### src/rhcv_pkg.sv
// shared types, codes and constants of the record header checksum verifier
package rhcv_pkg;

  // default number of bytes covered by the checksum
  localparam int RECORD_BYTES_DEF = 86;
  localparam int TRAILER_BYTES = 4;

  // configuration register indexes
  localparam logic [1:0] REG_MAGIC_WORD = 2'd0;
  localparam logic [1:0] REG_BASE_ADDR = 2'd1;

  // reset values of the configuration registers
  localparam logic [31:0] MAGIC_WORD_RST = 32'h484B_4E41;
  localparam logic [15:0] BASE_ADDR_RST = 16'h0100;

  // result status codes
  localparam logic [1:0] ST_OK = 2'd0;
  localparam logic [1:0] ST_TRUNCATED = 2'd1;
  localparam logic [1:0] ST_BAD_HEADER = 2'd2;
  localparam logic [1:0] ST_MISMATCH = 2'd3;

  // recurrence constants
  localparam logic [15:0] ALPHA_MULT = 16'd17;
  localparam logic [15:0] BETA_MULT = 16'd31;
  localparam logic [15:0] FIRST_SEED = 16'd7;
  localparam logic [15:0] CHECK_MOD = 16'd65535;
  // 2^64 is 1 mod 65535; this multiple of the modulus lifts any negative difference
  localparam logic [26:0] NEG_LIFT = 27'd16776960;

  // one input item
  typedef struct packed {
    logic [7:0] byte_value;
    logic       last_byte;
  } in_item_t;

  // one result item
  typedef struct packed {
    logic [31:0] stored_checksum;
    logic [15:0] checksum_value;
    logic [1:0]  status;
  } result_t;

endpackage

### src/record_header_checksum_verifier.sv
// Record header and checksum verifier, one byte per item.
// A completing byte passes through the input register, then the result register,
// before its result is offered.
// Throughput: one byte per cycle while results are taken; a result left waiting
// holds every byte until it is taken.
// Reset clears record state and valids and loads the register reset values.
module record_header_checksum_verifier #(
  parameter int RECORD_BYTES = rhcv_pkg::RECORD_BYTES_DEF
) (
  input  logic        clk,
  input  logic        rst,
  input  logic        s_tvalid,
  output logic        s_tready,
  input  logic [7:0]  s_tdata,   // byte_value
  input  logic        s_tlast,   // last_byte
  output logic        m_tvalid,
  input  logic        m_tready,
  output logic [55:0] m_tdata,   // status[1:0], checksum_value[17:2], stored_checksum[49:18]
  input  logic        cfg_we,
  input  logic [1:0]  cfg_index,
  input  logic [31:0] cfg_data
);

  logic [31:0]        magic_word;
  logic [15:0]        base_addr;
  logic               in_valid;
  rhcv_pkg::in_item_t in_item;
  logic               advance;
  rhcv_pkg::result_t  res_item;

  // configuration registers
  always_ff @(posedge clk) begin
    if (rst) begin
      magic_word <= rhcv_pkg::MAGIC_WORD_RST;
      base_addr <= rhcv_pkg::BASE_ADDR_RST;
    end else if (cfg_we) begin
      case (cfg_index)
        rhcv_pkg::REG_MAGIC_WORD: magic_word <= cfg_data;
        rhcv_pkg::REG_BASE_ADDR: base_addr <= cfg_data[15:0];
        default: ;
      endcase
    end
  end

  // input register
  assign s_tready = !in_valid || advance;

  always_ff @(posedge clk) begin
    if (rst) begin
      in_valid <= 1'b0;
    end else if (s_tready) begin
      in_valid <= s_tvalid;
    end
  end

  always_ff @(posedge clk) begin
    if (s_tready && s_tvalid) begin
      in_item.byte_value <= s_tdata;
      in_item.last_byte <= s_tlast;
    end
  end

  rhcv_core #(
    .RECORD_BYTES (RECORD_BYTES)
  ) u_core (
    .clk          (clk),
    .rst          (rst),
    .magic_word   (magic_word),
    .base_addr    (base_addr),
    .in_valid     (in_valid),
    .in_item      (in_item),
    .advance      (advance),
    .res_valid    (m_tvalid),
    .res_item     (res_item),
    .res_ready    (m_tready)
  );

  // output packing
  assign m_tdata = {6'd0, res_item.stored_checksum, res_item.checksum_value, res_item.status};

endmodule

### src/rhcv_step.sv
// one step of the three-term checksum recurrence, reduced modulo 65535
module rhcv_step (
  input  logic [7:0]  byte_value,
  input  logic [7:0]  index,
  input  logic [15:0] newer_term,
  input  logic [15:0] older_term,
  output logic [15:0] term
);

  logic [15:0] alpha_full;
  logic [15:0] beta_full;
  logic [7:0]  alpha;
  logic [7:0]  beta;
  logic [8:0]  factor;
  logic [24:0] prod_new;
  logic [23:0] prod_old;
  logic [26:0] diff;
  logic [26:0] lifted;
  logic [25:0] value;
  logic [16:0] fold1;
  logic [15:0] fold2;

  // index dependent coefficients, mod 256 by truncation
  assign alpha_full = {8'd0, index} * rhcv_pkg::ALPHA_MULT;
  assign beta_full = {8'd0, index} * rhcv_pkg::BETA_MULT;
  assign alpha = alpha_full[7:0];
  assign beta = beta_full[7:0];

  // the two products and their difference
  assign factor = {1'b0, byte_value} + {1'b0, alpha};
  assign prod_new = {7'd0, factor} * {9'd0, newer_term};
  assign prod_old = {8'd0, beta} * {8'd0, older_term};
  assign diff = {2'd0, prod_new} - {3'd0, prod_old};

  // wrapped negative difference: add one, then a multiple of the modulus
  assign lifted = diff + 27'd1 + rhcv_pkg::NEG_LIFT;
  assign value = diff[26] ? lifted[25:0] : diff[25:0];

  // end-around fold for mod 65535
  assign fold1 = {7'd0, value[25:16]} + {1'b0, value[15:0]};
  assign fold2 = {15'd0, fold1[16]} + fold1[15:0];
  assign term = (fold2 == rhcv_pkg::CHECK_MOD) ? 16'd0 : fold2;

endmodule

### src/rhcv_core.sv
// record state, header check, trailer capture and result register
module rhcv_core #(
  parameter int RECORD_BYTES = rhcv_pkg::RECORD_BYTES_DEF
) (
  input  logic                clk,
  input  logic                rst,
  input  logic [31:0]         magic_word,
  input  logic [15:0]         base_addr,
  input  logic                in_valid,
  input  rhcv_pkg::in_item_t  in_item,
  output logic                advance,
  output logic                res_valid,
  output rhcv_pkg::result_t   res_item,
  input  logic                res_ready
);

  localparam int IDX_W = $clog2(RECORD_BYTES + rhcv_pkg::TRAILER_BYTES);
  localparam logic [IDX_W-1:0] REC_END = IDX_W'(RECORD_BYTES);
  localparam logic [IDX_W-1:0] LAST_IDX = IDX_W'(RECORD_BYTES + rhcv_pkg::TRAILER_BYTES - 1);

  // record state
  logic [IDX_W-1:0] byte_index, byte_index_next;
  logic [15:0]      older_term, older_term_next;
  logic [15:0]      newer_term, newer_term_next;
  logic             header_good, header_good_next;
  logic [31:0]      trailer_sum, trailer_sum_next;
  logic             skipping_rest, skipping_rest_next;

  logic              emit;
  rhcv_pkg::result_t result_next;
  logic [15:0]       step_term;
  logic [7:0]        expect_byte;
  logic              in_header;
  logic [IDX_W-1:0]  trailer_pos;
  logic [1:0]        trailer_slot;
  logic              header_ok_now;

  assign advance = in_valid && (!res_valid || res_ready);

  rhcv_step u_step (
    .byte_value (in_item.byte_value),
    .index      (8'(byte_index)),
    .newer_term (newer_term),
    .older_term (older_term),
    .term       (step_term)
  );

  // expected header byte for the current position
  always_comb begin
    in_header = 1'b1;
    expect_byte = 8'd0;
    if (byte_index < IDX_W'(4)) begin
      expect_byte = magic_word[8*byte_index[1:0] +: 8];
    end else if (byte_index < IDX_W'(6)) begin
      expect_byte = base_addr[8*byte_index[0] +: 8];
    end else begin
      in_header = 1'b0;
    end
  end

  assign trailer_pos = byte_index - REC_END;
  assign trailer_slot = trailer_pos[1:0];

  // next state and result of the item in the input register
  always_comb begin
    byte_index_next = byte_index;
    older_term_next = older_term;
    newer_term_next = newer_term;
    header_good_next = header_good;
    trailer_sum_next = trailer_sum;
    skipping_rest_next = skipping_rest;
    emit = 1'b0;
    result_next = '0;
    header_ok_now = header_good && !(in_header && (expect_byte != in_item.byte_value));

    if (skipping_rest) begin
      if (in_item.last_byte) begin
        skipping_rest_next = 1'b0;
      end
    end else begin
      header_good_next = header_ok_now;
      if (byte_index < REC_END) begin
        if (byte_index == '0) begin
          older_term_next = 16'd1;
          newer_term_next = {8'd0, in_item.byte_value} + rhcv_pkg::FIRST_SEED;
        end else begin
          older_term_next = newer_term;
          newer_term_next = step_term;
        end
      end else begin
        trailer_sum_next[8*trailer_slot +: 8] =
          trailer_sum[8*trailer_slot +: 8] | in_item.byte_value;
      end

      if (byte_index == LAST_IDX) begin
        emit = 1'b1;
        if (!header_good_next) begin
          result_next.status = rhcv_pkg::ST_BAD_HEADER;
        end else if (trailer_sum_next == {16'd0, newer_term_next}) begin
          result_next.status = rhcv_pkg::ST_OK;
        end else begin
          result_next.status = rhcv_pkg::ST_MISMATCH;
        end
        result_next.checksum_value = newer_term_next;
        result_next.stored_checksum = trailer_sum_next;
        skipping_rest_next = !in_item.last_byte;
      end else if (in_item.last_byte) begin
        emit = 1'b1;
        result_next.status = rhcv_pkg::ST_TRUNCATED;
      end else begin
        byte_index_next = byte_index + IDX_W'(1);
      end

      // any result restarts the record
      if (emit) begin
        byte_index_next = '0;
        older_term_next = 16'd1;
        newer_term_next = 16'd1;
        header_good_next = 1'b1;
        trailer_sum_next = '0;
      end
    end
  end

  // record state registers
  always_ff @(posedge clk) begin
    if (rst) begin
      byte_index <= '0;
      older_term <= 16'd1;
      newer_term <= 16'd1;
      header_good <= 1'b1;
      trailer_sum <= '0;
      skipping_rest <= 1'b0;
    end else if (advance) begin
      byte_index <= byte_index_next;
      older_term <= older_term_next;
      newer_term <= newer_term_next;
      header_good <= header_good_next;
      trailer_sum <= trailer_sum_next;
      skipping_rest <= skipping_rest_next;
    end
  end

  // result register
  always_ff @(posedge clk) begin
    if (rst) begin
      res_valid <= 1'b0;
    end else if (advance && emit) begin
      res_valid <= 1'b1;
    end else if (res_ready) begin
      res_valid <= 1'b0;
    end
  end

  always_ff @(posedge clk) begin
    if (advance && emit) begin
      res_item <= result_next;
    end
  end

endmodule
### config.mk
export PLATFORM = sky130hd
export DESIGN_NAME = record_header_checksum_verifier
export DESIGN_NICKNAME = d
export VERILOG_FILES = /design/src/rhcv_pkg.sv /design/src/record_header_checksum_verifier.sv /design/src/rhcv_step.sv /design/src/rhcv_core.sv
export SDC_FILE = /design/constraint.sdc
export NUM_CORES = 1
export LEC_CHECK = 0
export BUFFER_PORTS_ARGS = -buffer_cell sky130_fd_sc_hd__buf_4
export CELL_PAD_IN_SITES_DETAIL_PLACEMENT = 1
export CELL_PAD_IN_SITES_GLOBAL_PLACEMENT = 1
export CORE_MARGIN = 4
export CORE_UTILIZATION = 44
export DETAILED_ROUTE_END_ITERATION = 16
export PLACE_DENSITY = 0.82
export SYNTH_ARGS = -nofsm -noshare
export SYNTH_HDL_FRONTEND = slang
export SYNTH_SLANG_ARGS = --single-unit
### constraint.sdc
create_clock -name clk -period 14.85 [get_ports clk]
set_input_delay 1.485 -clock clk [delete_from_list [all_inputs] [get_ports clk]]
set_output_delay 1.485 -clock clk [all_outputs]
set_load 0.01 [all_outputs]
==> results.json <==
{
  "yosysTopAreaCellShare_pct": 23.3,
  "grt_max_degree": 65,
  "grt-ovfl-total": 0,
  "rows": 78,
  "cp_data_required_time_ps": 15080,
  "antenna_found_initial": 1,
  "n_antenna_cell": 0,
  "cpPeakStageDelay_ps": 600,
  "routedWlPerCell_um": 22.5,
  "cp_max_fo": 6,
  "path_common_cell": "fa_1",
  "synth_area_leaders": "fa_1 (23%), dfxtp_1 (12%), edfxtp_1 (8.7%)",
  "layout-drive-gt1-share_pct": 14.5,
  "crit_path_top_delay_cell": "fa_2",
  "endpoint_kind": "register",
  "hold_buffers": 0,
  "firstDrtPassIters": 5,
  "hpwl_mm": 54.0,
  "worst-path-buf-inv": 6,
  "hold_class": "reg2reg",
  "synth_top_area_cell": "fa_1",
  "routed_wl_mm": 70.2,
  "stdcell_area_um2": 23400,
  "maxSlewHeadroom_pct": 28.3,
  "synth-edff-count": 59,
  "ys_dominant_reg_cell": "dfxtp_1",
  "cp.arrival_ps": 14700,
  "start_util_pct": 44.8,
  "core_area_um2": 45600,
  "tritoncts": "done",
  "cts_root_buffer": "clkbuf_16",
  "synth_most_common_cell": "nand2_1",
  "gp_congestion": 0.939,
  "setup_violations": 0,
  "grt_util_all_layers_pct": 27.8,
  "die_w_um": 223,
  "tightest_slew_ps": 1070,
  "ys_warn_count": 0,
  "num_vias": 18038,
  "cts.sinks": 182,
  "clk_path_buf_depth": 2,
  "cts_max_level": 4,
  "hold_viol": 0,
  "final.min_clock_period_ps": 14470,
  "ios": 106,
  "maxSlewViolCount": 0,
  "ant_nets": 0,
  "synth_common_cells": "nand2_1 (338), inv_1 (321), fa_1 (238), nor2_1 (205), a21oi_1 (157)",
  "status": "finished clean",
  "max_freq_mhz": 69.1,
  "yosysSeqAreaShare_pct": 20.7,
  "dp_cells": 3062,
  "grt_pass1_wl_mm": 110,
  "clk_latency_ps": 470,
  "drv_cap": 0,
  "avgSynthCellArea_um2": 8.54,
  "yosys.cell_types.count": 91,
  "finalCritPeriodShare_pct": 97.4,
  "fillCellCount": 5363,
  "fin_skew_ps": 10.7,
  "area_growth_pct": 14.4,
  "port_buffers": 99,
  "ys_seq_elements": 182,
  "crit_type": "reg2reg",
  "grt_pass1_vias": 19962,
  "drt_iter0_markers": 1220,
  "drc": 0,
  "cts_buffers": 17,
  "synth_area_um2": 20400,
  "cp_top_family": "adder cells",
  "clk_pin_slew_ps": 80,
  "startpoint_type": "register",
  "synth-async-reset-ratio_pct": 0,
  "dpl_cell_area_um2": 22100,
  "syn-instance-count": 2390,
  "vias_per_cell": 5.79,
  "die_y_um": 223,
  "fin_nets": 2914,
  "fin_cells": 3114,
  "die-area_um2": 49900
}
==> worst reg2reg max path, delay by kind of cell, from the launching register on <==
family | cells | cell delay (ps)
AO/OA/AOI/OAI | 18 | 3250
XOR/XNOR | 2 | 340
adder cells (fa/ha/maj) | 13 | 5780
buffers and inverters | 6 | 510
flip-flops | 1 | 340
multiplexers | 1 | 310
AND/OR/NAND/NOR | 20 | 3740
==> registers in the layout, indices dropped and copies added, names as in the netlist, 7 cells and up <==
register	cells
u_core.newer_term	16
u_core.res_item	50
magic_word	32
in_item	9
u_core.older_term	16
u_core.trailer_sum	32
u_core.byte_index	7
base_addr	16
==> metal layers <==
metal / part of all wire [%] / vias up / track usage (%) / wire, um
met1: 40 / 9151 / 34.3 / 28100
met2: 50 / 690 / 48.6 / 35000
met4: 3.8 / 0 / 11.0 / 2670
met5: 0 / - / 0 / 0
met3: 6.2 / 189 / 4.92 / 4380
li1: - / 8008 / - / -
==> what timing repair did <==
item	in CTS	in global routing
gates cloned	0	1
pin swaps	2	48
gates resized for setup	18	88
endpoints found under the setup margin	10	34
setup buffers	3	16
==> final timing paths <==
check | slack (ps) | startpoint | endpoint | cells after the start
min | 460 | magic_word[5] | magic_word[5] | 2
min reg2reg | 460 | magic_word[5] | magic_word[5] | 2
max | 380 | u_core.byte_index[0] | u_core.res_item[0] | 60
max reg2reg | 380 | u_core.byte_index[0] | u_core.res_item[0] | 60
==> stage by stage <==
| step | utilization [%] | hold slack, ps | setup TNS (ps) | worst slack [ps] |
|---|---|---|---|---|
| 2_1_floorplan | - | 428 | 0 | 53.0 |
| 3_3_place_gp | 48.5 | 437 | -74.8 | -55.3 |
| 3_5_place_dp | 48.5 | 449 | -1610 | -644 |
| 4_1_cts | 50.1 | 462 | 0 | 7.48 |
| 5_1_grt | 51.3 | 480 | -396 | -201 |
| 6_report | 51.3 | 460 | 0 | 383 |
==> logic make-up (layout without fill, tap and decap cells) <==
| kind of cell | count (synthesis) | in the layout | synth area share, % |
|---|---|---|---|
| compound gates | 376 | 376 | 12.1 |
| xor+xnor | 101 | 101 | 4.50 |
| fa+ha+maj | 365 | 365 | 31.1 |
| buf+inv | 438 | 557 | 8.21 |
| flops | 182 | 182 | 20.7 |
| mux | 29 | 29 | 2.41 |
| other cells | 1 | 6 | 0.0184 |
| simple gates | 898 | 898 | 20.9 |
==> layout by cell type, fill, tap and decap left out, types with 28 or more instances in the layout <==
cell,count
dfxtp_1,120
nand2_1,335
a21oi_1,148
and2_1,121
fa_1,231
inv_1,319
nand3_1,47
o21ai_0,37
edfxtp_1,59
ha_1,116
xor2_1,43
nor2_1,199
xnor2_1,51
buf_4,199
nor3_1,28
nor2b_1,28
==> area by class of cell <==
class                   instances  area, um^2  area share [%]
well taps                     600         751            3.21
repair buffers                204        1540            6.61
multi-input cells            1775       15000            64.3
inverters                     321        1200            5.16
flip-flops and latches        182        4240            18.2
clock buffers                  20         467            2.00
clock inverters                12         134           0.573
Power is not shown: default switching activity piles up to over one toggle a cycle in this logic, so the estimate is an artifact.
